## config.mk

```make
export PLATFORM = sky130hd
export DESIGN_NAME = dcls_row_seq
export DESIGN_NICKNAME = d
export VERILOG_FILES = /design/src/rtl/dcls_pkg.sv /design/src/rtl/dcls_row_seq.sv
export SDC_FILE = /design/constraint.sdc
export NUM_CORES = 1
export LEC_CHECK = 0
export BUFFER_PORTS_ARGS = -buffer_cell sky130_fd_sc_hd__buf_2
export CAP_MARGIN = 20
export CORE_MARGIN = 2
export CORE_UTILIZATION = 45
export DETAILED_ROUTE_END_ITERATION = 8
export GPL_TIMING_DRIVEN = 1
export PLACE_DENSITY = 0.75
export SLEW_MARGIN = 20
export SYNTH_ARGS = -nofsm -noshare
export SYNTH_HDL_FRONTEND = slang
export SYNTH_SLANG_ARGS = --single-unit
export TNS_END_PERCENT = 10
```

## constraint.sdc

```tcl
create_clock -name clock -period 3.3 [get_ports clock]
set_input_delay 0.165 -clock clock [delete_from_list [all_inputs] [get_ports clock]]
set_output_delay 0.165 -clock clock [all_outputs]
set_load 0.02 [all_outputs]
```

## src/rtl/dcls_pkg.sv

```systemverilog
// ----------------------------------------------------------------------------
// dcls_pkg
// Shared types and codes for the dual-color LED matrix scan engine.
// ----------------------------------------------------------------------------
`default_nettype none

package dcls_pkg;

   // request opcodes
   localparam logic [1:0] OP_WRITE   = 2'd0;
   localparam logic [1:0] OP_READ    = 2'd1;
   localparam logic [1:0] OP_SWAP    = 2'd2;
   localparam logic [1:0] OP_REFRESH = 2'd3;

   // result kinds
   localparam logic KIND_READ  = 1'b0;
   localparam logic KIND_CHUNK = 1'b1;

   localparam int BYTE_BITS = 8;

   // one bit fetch issued by the row sequencer
   typedef struct packed {
      logic valid;      // a bit read is issued this cycle
      logic byte_end;   // bit 7 of a byte
      logic frame_end;  // bit 7 of the final byte of the refresh
      logic done;       // sequencer finishes this cycle
   } seq_issue_type;

   // tag that travels alongside the registered memory read
   typedef struct packed {
      logic valid;
      logic kind;
      logic color;
      logic on_matrix;
      logic byte_end;
      logic frame_end;
   } read_tag_type;

endpackage

`default_nettype wire

```

## src/rtl/dcls_row_seq.sv

```systemverilog
// ----------------------------------------------------------------------------
// dcls_row_seq
// Walks the lines, byte groups, bytes and bits of one scan row and issues
// one bit address per cycle into the pixel store.
// ----------------------------------------------------------------------------
`default_nettype none

module dcls_row_seq #(
   parameter int COLUMNS   = 96,
   parameter int LINES     = 64,
   parameter int SCAN_ROWS = 16,
   localparam int BPL   = COLUMNS / 8,
   localparam int DEPTH = 2 * LINES * BPL * 8,
   localparam int AW    = $clog2(DEPTH),
   localparam int RW    = $clog2(SCAN_ROWS)
) (
   input  wire logic                   clock,
   input  wire logic                   reset,
   input  wire logic                   start,
   input  wire logic [RW-1:0]          start_row,
   input  wire logic                   disp,
   output dcls_pkg::seq_issue_type     issue,
   output logic [AW-1:0]               addr
);

   localparam int BW  = $clog2(BPL);
   localparam int LNW = $clog2((LINES > SCAN_ROWS) ? LINES : SCAN_ROWS) + 1;
   localparam logic [BW-1:0] TOP_START   = BW'(BPL - 1);
   localparam logic [BW-1:0] FIRST_START = BW'((BPL - 1 > 2) ? BPL - 4 : 0);

   logic                  active_ff, active_in;
   logic signed [LNW-1:0] ln_ff, ln_in;
   logic [BW-1:0]         top_ff, top_in;
   logic [BW-1:0]         byte_ff, byte_in;
   logic [2:0]            bit_ff, bit_in;

   logic signed [LNW-1:0] ln_start, ln_next;
   logic [BW-1:0]         down_top, down_first;
   logic                  byte_end, grp_end, last_group, frame_end;
   logic [AW-1:0]         line_base;

   always_comb begin
      ln_start   = LNW'(LINES) - LNW'(SCAN_ROWS) + LNW'(start_row);
      ln_next    = ln_ff - LNW'(SCAN_ROWS);
      down_top   = top_ff - BW'(3) - BW'(1);
      down_first = (down_top > BW'(2)) ? down_top - BW'(3) : '0;
      byte_end   = (bit_ff == 3'd7);
      grp_end    = byte_end && (byte_ff == top_ff);
      last_group = (top_ff <= BW'(3));
      frame_end  = grp_end && last_group && ln_next[LNW-1];

      line_base = (disp ? AW'(LINES) : '0) + AW'(ln_ff[LNW-2:0]);
      addr      = AW'({line_base * AW'(BPL) + AW'(byte_ff), bit_ff});
   end

   always_comb begin
      active_in = active_ff;
      ln_in     = ln_ff;
      top_in    = top_ff;
      byte_in   = byte_ff;
      bit_in    = bit_ff;
      issue     = '0;
      if (start) begin
         active_in = 1'b1;
         ln_in     = ln_start;
         top_in    = TOP_START;
         byte_in   = FIRST_START;
         bit_in    = 3'd0;
      end else if (active_ff) begin
         if (ln_ff[LNW-1]) begin
            // row has no lines at all
            active_in  = 1'b0;
            issue.done = 1'b1;
         end else begin
            issue.valid     = 1'b1;
            issue.byte_end  = byte_end;
            issue.frame_end = frame_end;
            issue.done      = frame_end;
            bit_in          = bit_ff + 3'd1;
            if (byte_end) begin
               if (!grp_end) begin
                  byte_in = byte_ff + BW'(1);
               end else if (!last_group) begin
                  top_in  = down_top;
                  byte_in = down_first;
               end else if (!frame_end) begin
                  ln_in   = ln_next;
                  top_in  = TOP_START;
                  byte_in = FIRST_START;
               end else begin
                  active_in = 1'b0;
               end
            end
         end
      end
   end

   always_ff @(posedge clock) begin
      if (reset) begin
         active_ff <= 1'b0;
      end else begin
         active_ff <= active_in;
      end
      ln_ff   <= ln_in;
      top_ff  <= top_in;
      byte_ff <= byte_in;
      bit_ff  <= bit_in;
   end

endmodule

`default_nettype wire

```

### Yosys cells after proc, flatten, opt, wreduce, memory -nomap -nowiden

Index checks and enable logic that the tools add are counted.

* $add $sub $neg: 9
* multiply operators: 1
* bitwise gates (word level): 1
* reductions and logical operators: 11
* order comparisons: 2
* equality and inequality tests: 6
* mux-type cells: 25

Operators by type and width (number)
* $mux 7: 8
* $mux 4: 8
* $add 11x4->11: 1
* $mul 8x2->9 const B: 1
* $add 7x6->8: 1
* $mux 1: 8
* $reduce_bool 2->1: 4
* $sub 4x2->4 const B: 2
* $add 6x4->7 const A: 1
* $sub 7x6->7 const B: 1
* $ne 2x2->1 const B: 3
* $reduce_and 6->1: 1
* $reduce_and 5->1: 1
* $add 4x1->4 const B: 1
* $eq 4x4->1: 1
* $gt 4x2->1 const B: 1
* $le 4x2->1 const B: 1
* $reduce_and 4->1: 1
* $sub 4x1->4 const B: 1
* $add 3x1->3 const B: 1
* $eq 3x3->1 const B: 1
* $logic_and 1x1->1: 3
* $mux 3: 1
* $ne 3x3->1 const B: 1
* other kinds (2): 2

* output and inout port bits: 18
* input bits: 8
* word-level logic and storage cells: 61
* bits in registers: 19

### Logic depth before layout (Yosys ltp)

Gate-level depths: netlist of the first run.

* word-level depth: 11
* gate-level depth with buffers: 8
* depth with buffers taken out: 8

### Least setup slack after synthesis of the first run

Ideal clock, no wire load.

* path type: reg2out
* start point: register ln_ff[1]
* end point: output addr[13]
* path slack: 0.694 ns
* data required time: 3.135 ns
* stages on the path, launching flop included: 9
* path buffers: 0
* arrival time: 2.441 ns
* path through: edfxtp_1 > ha_1 > fa_1 > a211oi_1 > nor2_1 > xnor2_2 > nand4_4 > nand2b_4 > a221o_1

* longest elaborated chain between the ends: 3

Ends and longest elaborated chain
* from (decl): RTL line dcls_row_seq.sv:32 `logic signed [LNW-1:0] ln_ff, ln_in;`
* from (signal assigned): RTL line dcls_row_seq.sv:104 `ln_ff <= ln_in;`
* $add 7x6->8: RTL line dcls_row_seq.sv:52 `line_base = (disp ? AW'(LINES) : '0) + AW'(ln_ff[LNW-2:0]);`
* $mul 8x2->9: RTL line dcls_row_seq.sv:53 `addr = AW'({line_base * AW'(BPL) + AW'(byte_ff), bit_ff});`
* $add 11x4->11: RTL line dcls_row_seq.sv:53
* to (decl): RTL line dcls_row_seq.sv:23 `output logic [AW-1:0] addr`

Every way passes these cells.

### Final worst setup path of the first run

Same ends and word-level chain as after synthesis.

==> results.env, run 1 <==
SETUP_VIOLATIONS=0
CLKSINKCOUNT=18
FINALHOLDVIOLATIONS=0
CRIT_FANOUT=4
FIN_SETUP_TNS_NS=0
MAX_CAP_VIOL_COUNT=0
POWER_PER_CELL_AREA_mW_PER_MM2=368
POST_ROUTE_CELLS_DRIVE_ABOVE_1_SHARE_PCT=20.1
WORST_SETUP_HOLD_PATH_CLK_SLEW_NS=0.10
MAXCLOCKFREQUENCY_GHz=0.319
GRT_MAX_DEGREE=27
INTPOWER_uW=389
SETUP_REPAIR_AFTER_GLOBAL_ROUTING_MISSED_ITS_MARGIN='false'
CTS_TREE='done'
SYNTH-MAIN-FF-CELL='sky130_fd_sc_hd__dfxtp_1'
YOSYS_WARNINGS=0
WORST_EP_ARRIVAL_TIME_NS=2.97
CRITICAL_PATH.STARTPOINT_TYPE='register'
ANTENNA_LEFT=0
GRT_PASS1_VIAS=1067
DIE_W_UM=61.8
SYN2LAYOUT_AREA_GROWTH_PCT=11.8
INSERTEDDIODECOUNT=0
SYNTH_TOP_AREA_CELL='sky130_fd_sc_hd__ha_1'
DRT-PASS1-ITER-COUNT=4
FIN_UTIL_PCT=53.8
SYNTH_EDF_COUNT=7
NUM-NETS-FINAL=214
DR.FIRST_ITER.DRC_COUNT=24
DR_TOTAL_VIAS=1190
PLACEABLECOREAREA_MM2=0.00313
FIRST_PASS_GRT_WIRE_LENGTH_UM=4510
IRDROPWORSTVDD_uV=172
RUN_STATUS='finished clean'
SLEW_AT_THE_PIN_WITH_THE_WORST_MAX_SLEW_SLACK_NS=0.589
DP_HPWL_UM=2200
SYNTH_ASYNC_SR_FLOP_SHARE_PCT=0
SYNTH.TOP_CELLS.BY_AREA='sky130_fd_sc_hd__ha_1 (16%), sky130_fd_sc_hd__dfxtp_1 (15%), sky130_fd_sc_hd__edfxtp_1 (14%)'
SYN_STD_CELL_AREA_MM2=0.00150
SYNTH-SEQ-CELLS=18
PERIOD_SHARE_PCT=94.9
WORST_HOLD_PATH_TYPE='input pin to register'
WIRE_PER_INST_UM=12.4
HOLD_WS_NS=0.0231
VIA_PER_INST=5.22
PWR-SHARE-COMB_PCT=40.9
CLOCKBUFFERDEPTH=2
REPORT.FINAL.SLEW_VIOL_COUNT=0
TIMING_WORST_SETUP_PATH_TYPE='register to output pin'
SW_SHARE_PCT=37.2
FINALCLOCKSKEW_NS=0.00329
CLK_ROOT_BUFFER_CELL='sky130_fd_sc_hd__clkbuf_4'
POST-ROUTE-MIN-PERIOD_NS=3.13
CTS_INSERTED_BUFFERS=3
CTS.HTREE.LEVELS=1
POWER.CLOCK.FRACTION_PCT=18.6
TOTAL_POWER_uW=619
INITIAL_UTILIZATION_PCT=48.1
TOTAL_SWITCHING_POWER_uW=230
CTS_SETUP_BUFFERS=0
SYN_AVG_CELL_AREA_UM2=9.28
DRC=0
DESIGN.DIE.AREA_MM2=0.00382
NETLIST_INSTANCES=162
WORSTSETUPENDPOINTTYPE='output pin'
TIMING.MAX_SLEW.REL_SLACK_PCT=60.4
WORST-ENDPOINT-REQUIRED_NS=3.13
PLACEMENTROWS=20
GLOBAL_ROUTE.USAGE.TOTAL_PCT=15.5
P_LEAK_uW=0.000778
NUMBER_OF_ANTENNA_VIOLATIONS_AT_THE_FIRST_CHECK_IN_GLOBAL_ROUTING=0
POSTSYNTHNETCOUNT=191
POWER_FRAC_SEQ_PCT=40.5
WORST_SKEW_PAIR.LATE_LATENCY_NS=0.30
DIE_HEIGHT_UM=61.8
GLOBALROUTEOVERFLOWTOTAL=0
FINALWEIGHTEDCONGESTION=0.831
SYNTH_SEQ_AREA_SHARE_PCT=28.6
PORT_BUFFERS=25
SYNTH.LIB_CELLS_USED.DISTINCT=41
DRT_WL_TOTAL_UM=2830
SYNTHDOMINANTCELLAREASHARE_PCT=15.8
DESIGN.PORTCOUNT=26
final timing paths:
kind / from / to / slack, ns / cells past startpoint
max: ln_ff[1] / addr[13] / 0.17 / 9
min: reset / active_ff / 0.02 / 2
max reg2reg: bit_ff[0] / top_ff[3] / 1.14 / 7
min reg2reg: bit_ff[1] / bit_ff[1] / 0.54 / 2
repair_timing:
| item | in CTS | in global routing |
|---|---|---|
| endpoints found under the setup margin | 0 | 1 |
| resized for setup | 0 | 1 |
| hold buffers | 0 | 0 |
power by group through the flow:
stage	Combinational, µW	Clock [µW]	Sequential [µW]
CTS	254	121	251
floorplan	193	0	256
finish	253	115	251
detailed placement	252	0	256
global route	280	131	253
global placement	245	0	255
layout make-up:
cell class                      instances  area, µm²
Fill cell                             300       1450
Multi-Input combinational cell        129       1010
Sequential cell                        18        430
Timing Repair Buffer                   25        125
Tap cell                               44       55.1
Inverter                                8       30.0
Clock buffer                            4       26.3
cell families (layout without fill, tap and decap cells):
family,count (synthesis),count (layout),share of synthesized area (%)
simple gates,56,56,21.8
compound gates,35,35,16.1
fa+ha+maj,21,21,18.5
flops,18,18,28.6
buf+inv,15,37,4.24
xor+xnor,13,13,8.07
mux,4,4,2.75
flip-flops by register name (all words and copies together), names as in the netlist:
| signal | flops |
|---|---|
| active_ff | 1 |
| bit_ff | 3 |
| byte_ff | 4 |
| ln_ff | 7 |
| top_ff | 3 |
per-layer routing:
| metal | wire length [µm] | global-route usage (%) |
|---|---|---|
| met1 | 1340 | 19.4 |
| met2 | 1360 | 26.9 |
| met3 | 111 | 3.11 |
| met4 | 24 | 4.86 |
| met5 | 0 | 0 |
metrics by stage:
step | area [µm²] | setup WS, ns | std cells
after floorplan | 1500 | 0.694 | 162
after global placement | 1650 | 0.552 | 224
after detailed placement | 1650 | 0.372 | 224
after CTS | 1680 | 0.0244 | 228
after global routing | 1680 | 0.0334 | 228
final | 1680 | 0.167 | 228
Yosys cell counts (all sizes together), types with 2 or more instances:
master / n
a211oi: 2
a21o: 7
a21oi: 12
a31oi: 4
and2: 5
and3: 3
buf: 2
clkbuf: 5
dfxtp: 11
edfxtp: 7
fa: 2
ha: 19
inv: 8
mux2i: 3
nand2: 13
nand2b: 3
nand3: 3
nand4: 4
nor2: 8
nor2b: 2
nor3: 3
nor3b: 5
o21ai: 4
or2: 2
xnor2: 8
xor2: 5
worst max-delay path, stage by stage, from the launching register on:
cell	delay [ns]
sky130_fd_sc_hd__edfxtp_1	0.46
sky130_fd_sc_hd__ha_1	0.25
sky130_fd_sc_hd__fa_1	0.43
sky130_fd_sc_hd__a211oi_2	0.31
sky130_fd_sc_hd__nor2_1	0.13
sky130_fd_sc_hd__xnor2_2	0.28
sky130_fd_sc_hd__nand4_4	0.14
sky130_fd_sc_hd__nand2b_4	0.17
sky130_fd_sc_hd__a221o_1	0.34
sky130_fd_sc_hd__buf_2	0.16
placed cells by master, fill, tap and decap left out, types with 4 or more instances in the layout:
cell type / Yosys / final
sky130_fd_sc_hd__a31oi_1: 4 / 4
sky130_fd_sc_hd__o21ai_0: 4 / 4
sky130_fd_sc_hd__xnor2_1: 7 / 7
sky130_fd_sc_hd__inv_1: 8 / 8
sky130_fd_sc_hd__dfxtp_1: 11 / 11
sky130_fd_sc_hd__buf_2: 0 / 25
sky130_fd_sc_hd__edfxtp_1: 7 / 7
sky130_fd_sc_hd__ha_1: 19 / 19
sky130_fd_sc_hd__xor2_1: 5 / 5
sky130_fd_sc_hd__and2_1: 5 / 5
sky130_fd_sc_hd__nor2_1: 8 / 8
sky130_fd_sc_hd__nor3b_1: 5 / 5
sky130_fd_sc_hd__a21oi_1: 12 / 12
sky130_fd_sc_hd__nand2_1: 13 / 13
sky130_fd_sc_hd__a21o_1: 7 / 7
Note: power is estimated with default switching activity, not from simulation.
==> inputs of run 2 (changes only) <==
Settings changed: CELL_PAD_IN_SITES_DETAIL_PLACEMENT set to 1, CELL_PAD_IN_SITES_GLOBAL_PLACEMENT set to 1, PLACE_DENSITY 0.75 to 0.92.
Clock period 3.3 ns to 3.7 ns, I/O delays scaled along.
==> run 2 against run 1 <==
  * Wire length up 26%
  * Combinational power down 8%
  * Global-route usage up 5.4 points
  * Critical path depth unchanged
  * Clock power up 7%
  * Cell area up 0.30%
  * Clock skew about the same
  * Die area unchanged
  * Sequential cell count unchanged
  * Worst hold slack better by 0.0048 ns
  * Critical path type unchanged
==> results.env, run 2 (synthesis gave the netlist of run 1 again) <==
CTS_SETUP_BUFFERS=0
CTS_RESIZED=0
FINALCLOCKSKEW_NS=0.00375
POWER_PER_CELL_AREA_mW_PER_MM2=344
FINALWEIGHTEDCONGESTION=0.829
PERIOD_SHARE_PCT=91.0
P_LEAK_uW=0.000783
MIN-DELAY-START='reset'
CLOCKBUFFERDEPTH=2
CLK_ROOT_BUFFER_CELL='sky130_fd_sc_hd__clkbuf_4'
SETUP_REPAIR_AFTER_GLOBAL_ROUTING_MISSED_ITS_MARGIN='false'
GRT.MET3_USAGE_PCT=3.52
VIA_PER_INST=5.47
DRT-PASS1-ITER-COUNT=4
TOP_REGISTER='ln_ff'
GLOBAL_ROUTE.USAGE.TOTAL_PCT=21.0
GRT_UTIL_MET1_PCT=24.0
DESIGN.PORTCOUNT=26
DR.FIRST_ITER.DRC_COUNT=26
DR_TOTAL_VIAS=1247
LARGEST_REGISTER_FF_COUNT=7
PLACEABLECOREAREA_MM2=0.00313
MOSTFREQUENTLAYOUTCELLS='sky130_fd_sc_hd__buf_2 (25), sky130_fd_sc_hd__ha_1 (19), sky130_fd_sc_hd__nand2_1 (13)'
GLOBALROUTEOVERFLOWTOTAL=0
SLEW_AT_THE_PIN_WITH_THE_WORST_MAX_SLEW_SLACK_NS=0.623
GRT_USE_MET2_PCT=40.9
DESIGN.DIE.AREA_MM2=0.00382
FIN_SETUP_TNS_NS=0
WORST-ENDPOINT-REQUIRED_NS=3.51
FILL_CELLS=382
WORST_HOLD_PATH_TYPE='input pin to register'
POST_ROUTE_CELLS_DRIVE_ABOVE_1_SHARE_PCT=20.1
RUN_STATUS='finished clean'
CRIT-REG2REG-LAUNCH='bit_ff[0]'
WIRE_PER_INST_UM=15.6
LAYOUT_CELL_AREA_EXCL_FILL_MM2=0.00169
PLACEMENT.CELL_AREA_MM2=0.00165
GRT_BUSIEST_LAYER='met2'
FIRST_PASS_GRT_WIRE_LENGTH_UM=6000
PLACEMENTROWS=20
PORT_BUFFERS=25
SYN2LAYOUT_AREA_GROWTH_PCT=12.1
TIMING.MAX_SLEW.REL_SLACK_PCT=58.3
GRT_PASS1_VIAS=1326
MOST_COMMON_LIBRARY_CELL_IN_THE_LAYOUT_IGNORING_FILL_AND_TAPS='sky130_fd_sc_hd__buf_2'
REPORT.FINAL.SLEW_VIOL_COUNT=0
WORST_SETUP_HOLD_PATH_CLK_SLEW_NS=0.11
NUMBER_OF_ANTENNA_VIOLATIONS_AT_THE_FIRST_CHECK_IN_GLOBAL_ROUTING=0
CLKSINKCOUNT=18
MAX_CAP_VIOL_COUNT=0
DIE_HEIGHT_UM=61.8
WORST_SKEW_PAIR.LATE_LATENCY_NS=0.29
CRIT_FANOUT=4
DRT_WL_TOTAL_UM=3570
FINALHOLDVIOLATIONS=0
INITIAL_UTILIZATION_PCT=48.1
TOP_REGS='ln_ff (7), byte_ff (4)'
CTS_HOLD_REPAIR.BUFFERS=0
CRITICAL_PATH.STARTPOINT_TYPE='register'
CTS_INSERTED_BUFFERS=3
CTS.HTREE.LEVELS=1
IRDROPWORSTVDD_uV=233
INSERTEDDIODECOUNT=0
NUM-NETS-FINAL=214
SETUP_VIOLATIONS=0
DRC=0
WORST_EP_ARRIVAL_TIME_NS=3.18
GRT_MAX_DEGREE=27
TIMING.CRITICAL_PATH.FROM='ln_ff[1]'
DIE_W_UM=61.8
DP_HPWL_UM=2930
ANTENNA_LEFT=0
MAXCLOCKFREQUENCY_GHz=0.297
TIMING_WORST_SETUP_PATH_TYPE='register to output pin'
POST-ROUTE-MIN-PERIOD_NS=3.37
WORSTSETUPENDPOINTTYPE='output pin'
CTS_TREE='done'
HOLD_WS_NS=0.0278
==> run 2: where the power goes <==
part / leakage [µW] / internal (µW) / switching, µW
Combinational: 0.000604 / 89.3 / 144
Sequential: 0.000158 / 216 / 8.53
Clock: 0.0000210 / 59.9 / 62.7
==> run 2: worst max-delay path, cell delays in order (launching register included) <==
cell                       delay (ns)
sky130_fd_sc_hd__edfxtp_1        0.46
sky130_fd_sc_hd__ha_1            0.25
sky130_fd_sc_hd__fa_1            0.42
sky130_fd_sc_hd__a211oi_1        0.43
sky130_fd_sc_hd__nor2_1          0.15
sky130_fd_sc_hd__xnor2_2         0.31
sky130_fd_sc_hd__nand4_4         0.16
sky130_fd_sc_hd__nand2b_4        0.18
sky130_fd_sc_hd__a221o_1         0.35
sky130_fd_sc_hd__buf_2           0.17
==> run 2: cell type report <==
| cell class | count | area [µm²] | area share, % |
|---|---|---|---|
| clock buffers | 4 | 36.3 | 2.15 |
| well taps | 44 | 55.1 | 3.26 |
| multi-input cells | 129 | 1010 | 59.9 |
| repair buffers | 25 | 125 | 7.42 |
| flip-flops and latches | 18 | 430 | 25.5 |
| inverters | 8 | 30.0 | 1.78 |
==> run 2: per-layer routing <==
metal	vias up	wire [µm]
met4	0	40
met5	-	0
met3	4	199
li1	619	-
met1	586	1460
met2	38	1870
==> run 2: worst paths after layout <==
path               end  slack (ns)  cells past startpoint
max           addr[13]        0.33                      9
min          active_ff        0.03                      2
max reg2reg  top_ff[3]        1.42                      7
min reg2reg  bit_ff[2]        0.56                      2
==> run 2: stage by stage <==
| stage | util (%) | total power, µW | setup WS, ns | cells |
|---|---|---|---|---|
| floorplan | - | 400 | 1.07 | 162 |
| global placement | 52.8 | 447 | 0.934 | 224 |
| detailed placement | 52.8 | 463 | 0.700 | 224 |
| CTS | 53.9 | 585 | 0.354 | 228 |
| global route | 53.9 | 614 | 0.168 | 228 |
| finish | 53.9 | 580 | 0.333 | 228 |
==> inputs of run 3 (changes only) <==
Settings changed: CORE_UTILIZATION 45 to 40, GPL_ROUTABILITY_DRIVEN set to 0, PLACE_DENSITY 0.92 to 0.84.
==> run 3 against run 2 <==
  * Clock power rose by 34%
  * Highest routed layer unchanged
  * Critical path depth did not move
  * Critical endpoint unchanged
  * Worst hold slack improved by 0.052 ns
  * Largest cell class unchanged
  * Final cell count rose by 1.8%
  * Die area rose by 12%
  * Via count rose by 0.96%
  * Non-clock buffer count did not move
==> results.env, run 3 (synthesis gave the netlist of run 1 again) <==
SLEW_AT_THE_PIN_WITH_THE_WORST_MAX_SLEW_SLACK_NS=0.624
DR_TOTAL_VIAS=1259
TOP_REGS='ln_ff (7), byte_ff (4)'
CTS_INSERTED_BUFFERS=3
SYN2LAYOUT_AREA_GROWTH_PCT=13.7
WORST_SETUP_HOLD_PATH_CLK_SLEW_NS=0.08
POST-ROUTE-MIN-PERIOD_NS=3.16
TOTAL_SWITCHING_POWER_uW=218
SETUP_REPAIR_AFTER_GLOBAL_ROUTING_MISSED_ITS_MARGIN='false'
IRDROPWORSTVDD_uV=159
PLACEMENT.CELL_AREA_MM2=0.00166
CLOCKBUFFERDEPTH=2
DRC=0
PORT_BUFFERS=25
DESIGN.DIE.AREA_MM2=0.00427
SETUP_VIOLATIONS=0
CTS_RESIZED=0
WORST_HOLD_PATH_TYPE='input pin to register'
CLKSINKCOUNT=18
WORST_SKEW_PAIR.LATE_LATENCY_NS=0.26
REPORT.FINAL.SLEW_VIOL_COUNT=0
PLACEABLECOREAREA_MM2=0.00363
CTS_TREE='done'
TOP_REGISTER='ln_ff'
DRT_WL_TOTAL_UM=3340
POST_ROUTE_CELLS_DRIVE_ABOVE_1_SHARE_PCT=20.1
FIN_SETUP_TNS_NS=0
PWR-SHARE-COMB_PCT=37.0
NUM-NETS-FINAL=214
RUN_STATUS='finished clean'
CRIT_FANOUT=4
INTPOWER_uW=399
DIE_HEIGHT_UM=65.3
WIRE_PER_INST_UM=14.4
MOSTFREQUENTLAYOUTCELLS='sky130_fd_sc_hd__buf_2 (25), sky130_fd_sc_hd__ha_1 (19), sky130_fd_sc_hd__nand2_1 (13)'
FIRST_PASS_GRT_WIRE_LENGTH_UM=5730
GLOBALROUTEOVERFLOWTOTAL=0
DESIGN.PORTCOUNT=26
FINALCLOCKSKEW_NS=0.00892
GRT_MAX_DEGREE=27
P_LEAK_uW=0.000791
POWER.CLOCK.FRACTION_PCT=26.7
DP_HPWL_UM=2690
MOST_COMMON_LIBRARY_CELL_IN_THE_LAYOUT_IGNORING_FILL_AND_TAPS='sky130_fd_sc_hd__buf_2'
TIMING.MAX_SLEW.REL_SLACK_PCT=58.2
FINALHOLDVIOLATIONS=0
POWER_FRAC_SEQ_PCT=36.3
ANTENNA_LEFT=0
CTS_HOLD_REPAIR.BUFFERS=0
LARGEST_REGISTER_FF_COUNT=7
DR.FIRST_ITER.DRC_COUNT=20
VIA_PER_INST=5.43
CRITICAL_PATH.STARTPOINT_TYPE='register'
WORST_EP_ARRIVAL_TIME_NS=2.98
CTS_SETUP_BUFFERS=0
INSERTEDDIODECOUNT=0
MAXCLOCKFREQUENCY_GHz=0.316
MAX_CAP_VIOL_COUNT=0
POWER_PER_CELL_AREA_mW_PER_MM2=361
CTS.HTREE.LEVELS=1
DRT-PASS1-ITER-COUNT=3
SW_SHARE_PCT=35.4
GRT_PASS1_VIAS=1276
TIMING_WORST_SETUP_PATH_TYPE='register to output pin'
NUMBER_OF_ANTENNA_VIOLATIONS_AT_THE_FIRST_CHECK_IN_GLOBAL_ROUTING=0
PLACEMENTROWS=22
CLK_ROOT_BUFFER_CELL='sky130_fd_sc_hd__clkbuf_8'
WORST-ENDPOINT-REQUIRED_NS=3.51
DIE_W_UM=65.3
INITIAL_UTILIZATION_PCT=41.4
WORSTSETUPENDPOINTTYPE='output pin'
LAYOUT_CELL_AREA_EXCL_FILL_MM2=0.00171
GLOBAL_ROUTE.USAGE.TOTAL_PCT=17.0
PERIOD_SHARE_PCT=85.5
## run 3: final timing paths
| check | start | to | slack [ns] | cells past startpoint |
|---|---|---|---|---|
| setup reg to reg | bit_ff[0] | top_ff[3] | 1.51 | 7 |
| hold reg to reg | top_ff[3] | top_ff[3] | 0.55 | 2 |
| setup / recovery | ln_ff[1] | addr[13] | 0.54 | 9 |
| hold / removal | reset | active_ff | 0.08 | 2 |
## run 3: critical path: stages (launching register included)
cell and delay, ns:
sky130_fd_sc_hd__edfxtp_1 0.45, sky130_fd_sc_hd__ha_1 0.24, sky130_fd_sc_hd__fa_1 0.40, sky130_fd_sc_hd__a211oi_1 0.38, sky130_fd_sc_hd__nor2_1 0.14, sky130_fd_sc_hd__xnor2_2 0.30
sky130_fd_sc_hd__nand4_4 0.15, sky130_fd_sc_hd__nand2b_4 0.17, sky130_fd_sc_hd__a221o_1 0.33, sky130_fd_sc_hd__buf_2 0.16
## run 3: layout make-up
class                      instances  area, µm²
sequential                        18        430
fill                             441       1920
tap                               48       60.1
inverter                           8       30.0
multi-input combinational        129       1010
clock buffer                       4       55.1
timing repair buffer              25        125
## run 3: per-layer routing
layer  vias to the layer above  GRT usage [%]  wire length [µm]
met5                         -              0                 0
met4                         0           4.95                34
met3                         4           3.08               135
met2                        26           30.4              1670
met1                       606           20.8              1510
li1                        623              -                 -
## run 3: power groups by stage
stage | sequential [µW] | combinational, µW | clock, µW
2_1_floorplan | 228 | 172 | 0
3_3_place_gp | 227 | 220 | 0
3_5_place_dp | 228 | 230 | 0
4_1_cts | 224 | 231 | 167
5_1_grt | 225 | 250 | 183
6_report | 224 | 228 | 165
## run 3: stage by stage
step / setup slack [ns] / hold WS, ns / instances / total power [µW] / utilization, %
2_1_floorplan: 1.07 / 0.257 / 162 / 400 / -
3_3_place_gp: 0.915 / 0.343 / 228 / 448 / 45.6
3_5_place_dp: 0.818 / 0.344 / 228 / 459 / 45.6
4_1_cts: 0.511 / 0.0739 / 232 / 622 / 47.1
5_1_grt: 0.377 / 0.0667 / 232 / 658 / 47.1
6_report: 0.536 / 0.0795 / 232 / 617 / 47.1
